### src/imadec_pkg.sv
`default_nettype none

package imadec_pkg;

    localparam int unsigned IDX_W    = 7;
    localparam int unsigned STEP_W   = 15;
    localparam int unsigned DIF_W    = 17;
    localparam int unsigned SUM_W    = 18;

    localparam logic [IDX_W-1:0] IDX_MAX = IDX_W'(88);

    localparam logic signed [SUM_W-1:0] SAMPLE_MAX = SUM_W'(32767);
    localparam logic signed [SUM_W-1:0] SAMPLE_MIN = -SUM_W'(32768);

    // action codes
    localparam logic ACT_HEADER = 1'b0;
    localparam logic ACT_DECODE = 1'b1;

    typedef struct packed {
        logic               action;
        logic signed [15:0] header_sample;
        logic [7:0]         header_index;
        logic [7:0]         code_byte;
        logic               nibble_high;
    } t_in_word;

    typedef struct packed {
        logic signed [15:0] pcm_sample;
        logic [7:0]         pwm_level;
    } t_out_word;

    typedef struct packed {
        logic signed [15:0] predictor;
        logic [IDX_W-1:0]   step_index;
    } t_state;

    // standard 89-entry step size table, out-of-range index reads the last entry
    function automatic logic [STEP_W-1:0] step_size(input logic [IDX_W-1:0] idx);
        logic [STEP_W-1:0] s;
        case (idx)
            7'd0:  s = 15'd7;     7'd1:  s = 15'd8;     7'd2:  s = 15'd9;
            7'd3:  s = 15'd10;    7'd4:  s = 15'd11;    7'd5:  s = 15'd12;
            7'd6:  s = 15'd13;    7'd7:  s = 15'd14;    7'd8:  s = 15'd16;
            7'd9:  s = 15'd17;    7'd10: s = 15'd19;    7'd11: s = 15'd21;
            7'd12: s = 15'd23;    7'd13: s = 15'd25;    7'd14: s = 15'd28;
            7'd15: s = 15'd31;    7'd16: s = 15'd34;    7'd17: s = 15'd37;
            7'd18: s = 15'd41;    7'd19: s = 15'd45;    7'd20: s = 15'd50;
            7'd21: s = 15'd55;    7'd22: s = 15'd60;    7'd23: s = 15'd66;
            7'd24: s = 15'd73;    7'd25: s = 15'd80;    7'd26: s = 15'd88;
            7'd27: s = 15'd97;    7'd28: s = 15'd107;   7'd29: s = 15'd118;
            7'd30: s = 15'd130;   7'd31: s = 15'd143;   7'd32: s = 15'd157;
            7'd33: s = 15'd173;   7'd34: s = 15'd190;   7'd35: s = 15'd209;
            7'd36: s = 15'd230;   7'd37: s = 15'd253;   7'd38: s = 15'd279;
            7'd39: s = 15'd307;   7'd40: s = 15'd337;   7'd41: s = 15'd371;
            7'd42: s = 15'd408;   7'd43: s = 15'd449;   7'd44: s = 15'd494;
            7'd45: s = 15'd544;   7'd46: s = 15'd598;   7'd47: s = 15'd658;
            7'd48: s = 15'd724;   7'd49: s = 15'd796;   7'd50: s = 15'd876;
            7'd51: s = 15'd963;   7'd52: s = 15'd1060;  7'd53: s = 15'd1166;
            7'd54: s = 15'd1282;  7'd55: s = 15'd1411;  7'd56: s = 15'd1552;
            7'd57: s = 15'd1707;  7'd58: s = 15'd1878;  7'd59: s = 15'd2066;
            7'd60: s = 15'd2272;  7'd61: s = 15'd2499;  7'd62: s = 15'd2749;
            7'd63: s = 15'd3024;  7'd64: s = 15'd3327;  7'd65: s = 15'd3660;
            7'd66: s = 15'd4026;  7'd67: s = 15'd4428;  7'd68: s = 15'd4871;
            7'd69: s = 15'd5358;  7'd70: s = 15'd5894;  7'd71: s = 15'd6484;
            7'd72: s = 15'd7132;  7'd73: s = 15'd7845;  7'd74: s = 15'd8630;
            7'd75: s = 15'd9493;  7'd76: s = 15'd10442; 7'd77: s = 15'd11487;
            7'd78: s = 15'd12635; 7'd79: s = 15'd13899; 7'd80: s = 15'd15289;
            7'd81: s = 15'd16818; 7'd82: s = 15'd18500; 7'd83: s = 15'd20350;
            7'd84: s = 15'd22385; 7'd85: s = 15'd24623; 7'd86: s = 15'd27086;
            7'd87: s = 15'd29794;
            default: s = 15'd32767;
        endcase
        return s;
    endfunction

    // sample / 256 toward zero, plus 128
    function automatic logic [7:0] pwm_of(input logic signed [15:0] smp);
        logic signed [7:0] q;
        q = smp[15:8];
        if (smp[15] && (smp[7:0] != 8'd0)) begin
            q = q + 8'sd1;
        end
        return {~q[7], q[6:0]};
    endfunction

endpackage

`default_nettype wire

### src/imadec_step.sv
`default_nettype none

module imadec_step import imadec_pkg::*; (
    input  t_state     i_state,
    input  logic [3:0] i_code,
    output t_state     o_state,
    output logic [7:0] o_level
);

    logic [IDX_W-1:0]         idx_c;
    logic [STEP_W-1:0]        stp;
    logic [DIF_W-1:0]         dif;
    logic signed [SUM_W-1:0]  pred_x;
    logic signed [SUM_W-1:0]  sum;
    logic signed [15:0]       sat;
    logic [IDX_W-1:0]         idx_up;

    always_comb begin
        idx_c = (i_state.step_index > IDX_MAX) ? IDX_MAX : i_state.step_index;
        stp   = step_size(idx_c);

        dif = DIF_W'(stp >> 3);
        if (i_code[2]) dif = dif + DIF_W'(stp);
        if (i_code[1]) dif = dif + DIF_W'(stp >> 1);
        if (i_code[0]) dif = dif + DIF_W'(stp >> 2);

        pred_x = SUM_W'(i_state.predictor);
        if (i_code[3]) begin
            sum = pred_x - $signed({1'b0, dif});
        end else begin
            sum = pred_x + $signed({1'b0, dif});
        end

        if (sum > SAMPLE_MAX)      sat = 16'sh7fff;
        else if (sum < SAMPLE_MIN) sat = 16'sh8000;
        else                       sat = sum[15:0];

        // magnitude 4..7 moves up by 2, 4, 6 or 8
        idx_up = idx_c + IDX_W'({i_code[1:0], 1'b0}) + IDX_W'(2);
        if (!i_code[2]) begin
            o_state.step_index = (idx_c != '0) ? idx_c - IDX_W'(1) : '0;
        end else begin
            o_state.step_index = (idx_up > IDX_MAX) ? IDX_MAX : idx_up;
        end

        o_state.predictor = sat;
        o_level           = pwm_of(sat);
    end

endmodule

`default_nettype wire

### src/ima_adpcm_nibble_decoder.sv
// ima adpcm nibble decoder: one 4-bit code per word, one pcm word out per decode
// a word passes through the input register, then the result register
// throughput: one word per cycle while the result side does not stall, set by the combinational predictor/index update
// header words update predictor and step index and produce no result
// reset (i_rst_n low, synchronous) empties both registers, clears predictor and index
`default_nettype none

module ima_adpcm_nibble_decoder import imadec_pkg::*; (
    input  logic      i_clk,
    input  logic      i_rst_n,
    // input word channel
    input  logic      i_in_valid,
    input  t_in_word  i_in_data,
    output logic      o_in_stall,
    // result word channel
    output logic      o_out_valid,
    output t_out_word o_out_data,
    input  logic      i_out_stall
);

    // input register
    logic      r_a_valid;
    t_in_word  r_a;

    // decoder state carried from word to word
    t_state    r_state;
    t_state    n_state;

    // result register
    logic      r_out_valid;
    t_out_word r_out;

    logic       out_free;
    logic       a_adv;
    logic       in_acc;
    logic [3:0] code;
    t_state     dec_state;
    logic [7:0] dec_level;

    // result register can take a new word when empty or being drained
    assign out_free = !r_out_valid || !i_out_stall;

    // header words never need the result register, so they always move on
    assign a_adv  = r_a_valid && ((r_a.action == ACT_HEADER) || out_free);
    assign in_acc = i_in_valid && !o_in_stall;

    // stall only when the held word cannot move this cycle
    assign o_in_stall = r_a_valid && !a_adv;

    // pick the nibble
    assign code = r_a.nibble_high ? r_a.code_byte[7:4] : r_a.code_byte[3:0];

    imadec_step u_step (
        .i_state (r_state),
        .i_code  (code),
        .o_state (dec_state),
        .o_level (dec_level)
    );

    // next state: header load with index saturated at 88, decoded update for a decode word, else held
    always_comb begin
        n_state = r_state;
        if (a_adv) begin
            if (r_a.action == ACT_HEADER) begin
                n_state.predictor  = r_a.header_sample;
                n_state.step_index = (r_a.header_index > 8'(IDX_MAX)) ?
                                     IDX_MAX : r_a.header_index[IDX_W-1:0];
            end else begin
                n_state = dec_state;
            end
        end
    end

    always_ff @(posedge i_clk) begin
        if (!i_rst_n) begin
            r_a_valid   <= 1'b0;
            r_out_valid <= 1'b0;
            r_state     <= '0;
        end else begin
            r_state   <= n_state;
            r_a_valid <= in_acc || (r_a_valid && !a_adv);

            if (a_adv && (r_a.action == ACT_DECODE)) begin
                r_out_valid <= 1'b1;
            end else if (!i_out_stall) begin
                r_out_valid <= 1'b0;
            end
        end
    end

    // payload registers, no reset
    always_ff @(posedge i_clk) begin
        if (in_acc) begin
            r_a <= i_in_data;
        end
        if (a_adv && (r_a.action == ACT_DECODE)) begin
            r_out.pcm_sample <= dec_state.predictor;
            r_out.pwm_level  <= dec_level;
        end
    end

    assign o_out_valid = r_out_valid;
    assign o_out_data  = r_out;

endmodule

`default_nettype wire

### config.mk
export PLATFORM = sky130hd
export DESIGN_NAME = ima_adpcm_nibble_decoder
export DESIGN_NICKNAME = d
export VERILOG_FILES = /design/src/imadec_pkg.sv /design/src/imadec_step.sv /design/src/ima_adpcm_nibble_decoder.sv
export SDC_FILE = /design/constraint.sdc
export NUM_CORES = 1
export LEC_CHECK = 0
export CORE_AREA = 4 4 172 174
export CTS_BUF_LIST = sky130_fd_sc_hd__clkbuf_8
export DETAILED_ROUTE_END_ITERATION = 10
export DIE_AREA = 0 0 176 178
export DONT_BUFFER_PORTS = 1
export REMOVE_ABC_BUFFERS = 1
export SLEW_MARGIN = 20
export SYNTH_ARGS = -nofsm -noshare
export SYNTH_HDL_FRONTEND = slang
export SYNTH_HIERARCHICAL = 1
export SYNTH_SLANG_ARGS = --single-unit
### constraint.sdc
create_clock -name i_clk -period 12.9 [get_ports i_clk]
set_input_delay 1.935 -clock i_clk [delete_from_list [all_inputs] [get_ports i_clk]]
set_output_delay 1.935 -clock i_clk [all_outputs]
set_load 0.01 [all_outputs]
# Word-level counts from Yosys, hierarchy flattened
# Memory sizes are Yosys's and may differ from the RTL's.
# Index checks and enable logic that the tools add are counted.
# word_totals
regBits	83
mem_bits_ro	1920
inputBits	38
out_inout_bits	26
wordCells	59
memories	1
# mem_list
name	depth	word_bits	read_ports	rd_clocked_by_memory_dff	wr	line	text
(no name shown)	128	15	1	0	0	imadec_pkg.sv:40	case (idx)
# op_classes
n_addsub	9
n_lt_le_gt_ge	5
eq_ne	1
mux	16
n_bitwise	2
n_reduce_logical	14
# op_table
operator	n
two-way mux 16 bit	3
two-way mux 7 bit	5
two-way mux 17 bit	2
two-way mux 23 bit	1
adder 16 x 18 -> 18 bit	1
> comparator 18 x 16 -> 1 bit (second input constant)	1
< comparator 18 x 16 -> 1 bit (second input constant)	1
two-way mux 18 bit	1
subtractor 16 x 18 -> 18 bit	1
adder 17 x 13 -> 17 bit	1
adder 17 x 14 -> 17 bit	1
adder 12 x 15 -> 16 bit	1
> comparator 7 bit (second input constant)	2
adder 8 x 2 -> 8 bit (second input constant)	1
> comparator 8 x 7 -> 1 bit (second input constant)	1
two-way mux 8 bit	1
nonzero test 8 bit	1
adder 7 x 2 -> 7 bit (second input constant)	1
adder 7 x 3 -> 7 bit	1
nonzero test 7 bit	1
subtractor 7 x 1 -> 7 bit (second input constant)	1
logical AND 1 bit	5
zero test 1 bit	4
two-way mux 4 bit	1
other kinds (4)	8

# Depth between registers and ports, before layout
# An unclocked memory read counts as a cell.
# logic_depth
word_depth	18
depth_mapped	56
mapped_depth_nobuf	52

# By module
# Netlist, hierarchy kept.
# by_module_without_submodules
module	n_inst	cells_each	area_each_um2	seq_area_each_um2
imadec_step	1	979	6672.6	0.0
ima_adpcm_nibble_decoder	1	189	3046.7	2242.2

# Worst setup path before layout
# OpenSTA, ideal clock, no wires.
# synth_timing
path_kind	register to register
from	register r_state[5] (netlist name)
to	register r_out (netlist bit o_out_data[4]) (data pin)
setup_ns	0.174
t_arrival_ns	10.301
required_ns	12.726
setup_slack_ns	2.424
path_stages_with_launch	53
path_buffers	3
period_less_slack_ns	10.476
path_cell_list	dfxtp_1 > buf_6 > a21o_1 > buf_6 > nand2_2 > nand2_1 > inv_1 > ha_1 > clkbuf_1 > nand4_1 > nand4_1 > or3_1 > a221o_1 > ha_1 > fa_1 > a21o_1 > a21oi_1 > xnor2_1 > [... 17 more ...] > a21oi_1 > xor2_1 > ha_1 > a211oi_1 > nor2b_1 > o211ai_1 > a31oi_1 > xor2_1 > or2_2 > nor2_1 > a211oi_4 > nand4_2 > o21ai_1 > ha_1 > nand2_1 > nor2_1 > nand3_1 > a311oi_1
# synth_rtl
item	line	text
start, declared	ima_adpcm_nibble_decoder.sv:26	t_state r_state;
start signal, assigned	ima_adpcm_nibble_decoder.sv:80	r_state <= n_state;
end, declared	ima_adpcm_nibble_decoder.sv:31	t_out_word r_out;

==> flow_summary.toml <==
[clock_tree]
clock_tree.buffer_depth = 2
cts_sinks = 83
clk_pin_slew_ns = 0.10
clkLatencyLatePin_ns = 0.36
clockRootBuffer = "clkbuf_8"
cts_tree = "done"
htreeDepth = 3
cts_made_buffers = 9
ctsHoldBuffers = 0

[worst_setup_path]
arrival_ns = 12.18
critPathMaxFanout = 19
required_ns = 13.09
crit_top_cell = "ha_1"
crit_path_start_kind = "flip-flop"
r2r_slack_ns = 0.91
slowest_stage = "and4b_1"
endpoint_kind = "flip-flop"
cp_slowest_stage_delay_ns = 0.44
ff2ff_path_depth = 49
criticalPathCategory = "flip-flop to flip-flop"
r2r-start = "r_state[3]$_SDFFE_PN0P_"
r2r_end = "o_out_data[4]$_DFFE_PP_"

[min_path]
worstHoldStart = "r_state[7]$_SDFFE_PN0P_"
holdPathStages = 1
min_to = "r_state[7]$_SDFFE_PN0P_"
worstHoldPathType = "flip-flop to flip-flop"

[timing]
maxSlewViolCount = 0
finalCriticalPeriod_ns = 11.99
worst_pin_slew_ns = 1.10
setup_viol = 0
finalCritPeriodShare_pct = 93.0
hold_viol = 0
fmax_mhz = 83.4
finClkSkew_ns = 0.0179
slew_headroom_pct = 26.2

[cells_and_area]
final_area_um2 = 10100
diodes = 0
layout.nets = 1234
fin_cells = 1501
area_growth_pct = 4.36
fillers = 2830
drive_gt1_share_pct = 8.82

[logic_synthesis]
synth_ff_type = "edfxtp_1"
synth-seq-area-share_pct = 23.1
ys_warn_count = 6
async_flop_share_pct = 0
syn_area_um2 = 9720
synth-adder-area-share_pct = 10.4
synth-simple-area-share_pct = 20.0
ys_ff_latch = 83
synth_xor_area_share_pct = 5.50
synth_top_family_by_area = "compound AO/OA/AOI/OAI gates"
synth_mux_area_share_pct = 4.78
avgSynthCellArea_um2 = 8.32
synth.distinct_cells = 103
synthCells = 1168
synth_edf_count = 58
synth_compound_area_share_pct = 30.2

[global_route]
grt_usage_pct = 18.3
grt_overflow_total = 0
grt_pass1_vias = 8631
grt_max_degree = 47
antenna_found_initial = 0
grt_pass1_wl_um = 47100

[die]
die_w_um = 176
io-pin-count = 64
die_h_um = 178
start_util_pct = 35.0
core_region_area_um2 = 27800
num_rows = 61
die_area_um2 = 31300

[routing]
ant_nets = 0
via_per_inst = 6.08
first_iter_violations = 925
wl_per_cell_um = 19.7
vias = 9125
wl_um = 29500
drt_pass1_iterations = 7
drc = 0

[run_status]
status = "finished clean"

[placement]
place.gp.congestion = 0.978
placed_cell_area_um2 = 9900
post-dp-hpwl_um = 21900
io_buffers = 0
dp.cells = 1485

[job]
drv_cap = 0

[power_and_ir_drop]
p_per_area_nw_per_um2 = 137
p_leak_nw = 4.15
vdd_drop_max_mv = 0.0652
[through the flow]
step	worst slack (ns)	TNS, ns	util (%)	power, mW	hold WS (ns)
global route	-0.0490	-0.0490	36.5	1.50	0.533
detailed placement	0.537	0	35.7	1.19	0.489
global placement	0.769	0	35.7	1.19	0.486
floorplan	1.56	0	-	1.00	0.472
CTS	0.496	0	36.4	1.38	0.510
finish	0.907	0	36.5	1.39	0.509
[cell usage after synthesis (8+ instances only)]
| master | number | area share (%) |
|---|---|---|
| a311oi_1 | 10 | 0.90 |
| o21a_1 | 14 | 1.1 |
| nor2b_1 | 12 | 0.77 |
| or3_1 | 15 | 0.97 |
| inv_1 | 54 | 2.1 |
| or2_2 | 8 | 0.51 |
| and3_1 | 19 | 1.2 |
| nand4_1 | 17 | 1.1 |
| buf_2 | 16 | 0.82 |
| edfxtp_1 | 58 | 18 |
| o21ai_0 | 78 | 4.0 |
| mux2i_1 | 28 | 2.9 |
| nand2_1 | 72 | 2.8 |
| o211ai_1 | 21 | 1.6 |
| clkbuf_1 | 33 | 1.3 |
| xnor2_1 | 34 | 3.1 |
| o31ai_1 | 10 | 0.77 |
| nor2_1 | 93 | 3.6 |
| o21ai_1 | 8 | 0.41 |
| a21oi_1 | 63 | 3.2 |
| ha_1 | 73 | 9.4 |
| dfxtp_1 | 25 | 5.1 |
| a211oi_1 | 18 | 1.4 |
| buf_4 | 9 | 0.70 |
| nand2b_1 | 32 | 2.1 |
| xor2_1 | 27 | 2.4 |
| mux2_2 | 11 | 1.3 |
| a31oi_1 | 22 | 1.4 |
| o211a_1 | 17 | 1.8 |
| nor3_1 | 15 | 0.77 |
| a21o_1 | 28 | 2.2 |
| nand3_1 | 43 | 2.2 |
| and2_1 | 15 | 0.97 |
[worst max-delay path by stage]
stage,start,end,slack (ns),depth (start not counted)
6_report,r_state[3]$_SDFFE_PN0P_,o_out_data[4]$_DFFE_PP_,0.91,49
3_3_place_gp,r_state[1]$_SDFFE_PN0P_,o_out_data[4]$_DFFE_PP_,0.77,49
5_1_grt,r_state[3]$_SDFFE_PN0P_,o_out_data[4]$_DFFE_PP_,-0.05,50
3_5_place_dp,r_state[1]$_SDFFE_PN0P_,o_out_data[4]$_DFFE_PP_,0.54,49
4_1_cts,r_state[1]$_SDFFE_PN0P_,o_out_data[4]$_DFFE_PP_,0.50,49
2_1_floorplan,r_state[3]$_SDFFE_PN0P_,o_out_data[4]$_DFFE_PP_,1.56,49
[cell usage in the layout, fill, tap and decap left out, drive strengths merged, types with 27 or more instances in the layout]
cell type / instances
nor2: 93
o21ai: 86
nand2: 74
ha: 73
a21oi: 66
inv: 62
edfxtp: 58
nand3: 46
xnor2: 34
nand2b: 32
mux2i: 30
a21o: 29
xor2: 27
[cell families (layout without fill, tap and decap cells)]
logic type               after synthesis  in the layout
adder cells (fa/ha/maj)               78             78
AND/OR/NAND/NOR                      375            375
AO/OA/AOI/OAI                        400            400
buffers and inverters                129             84
XOR/XNOR                              61             61
multiplexers                          42             42
flip-flops                            83             83
[area by class of cell]
| class | count | area [µm²] | share of cell area, % |
|---|---|---|---|
| Multi-Input combinational cell | 956 | 6940 | 68.4 |
| Sequential cell | 83 | 2240 | 22.1 |
| Tap cell | 378 | 473 | 4.66 |
| Inverter | 58 | 218 | 2.15 |
| Clock buffer | 9 | 124 | 1.22 |
| Timing Repair Buffer | 10 | 75.1 | 0.740 |
| Clock inverter | 7 | 71.3 | 0.703 |
[sequential cells by signal, summed over array words and instances (netlist names)]
signal       flops
o_out_data      24
r_a             34
o_out_valid      1
r_a_valid        1
r_state         23
[critical path: cells and delay by family, from the launching register on]
| kind | cells | cell delay [ns] |
|---|---|---|
| compound gates | 21 | 5.06 |
| xor+xnor | 4 | 0.88 |
| fa+ha+maj | 6 | 1.83 |
| buf+inv | 3 | 0.65 |
| flops | 1 | 0.34 |
| mux | 1 | 0.36 |
| simple gates | 14 | 2.65 |
[power by group]
part / leakage, nW / switching (mW) / internal, mW
Combinational: 3.30 / 0.521 / 0.341
Sequential: 0.757 / 0.0181 / 0.325
Clock: 0.0931 / 0.110 / 0.0756
Total: 4.15 / 0.649 / 0.741
[layer usage]
metal	wire, µm	part of all wire (%)	GRT usage [%]
met5	0	0	0
met4	961	3.3	6.60
met3	2140	7.3	2.27
met2	13300	45	29.9
met1	13100	44	24.8
[repair_timing]
action	4_1_cts	5_1_grt
buffers inserted	0	0
resized for setup	0	10
setup endpoints to repair	0	22
hold endpoints to repair	0	0
No activity file was read; power rests on OpenSTA's default activity.
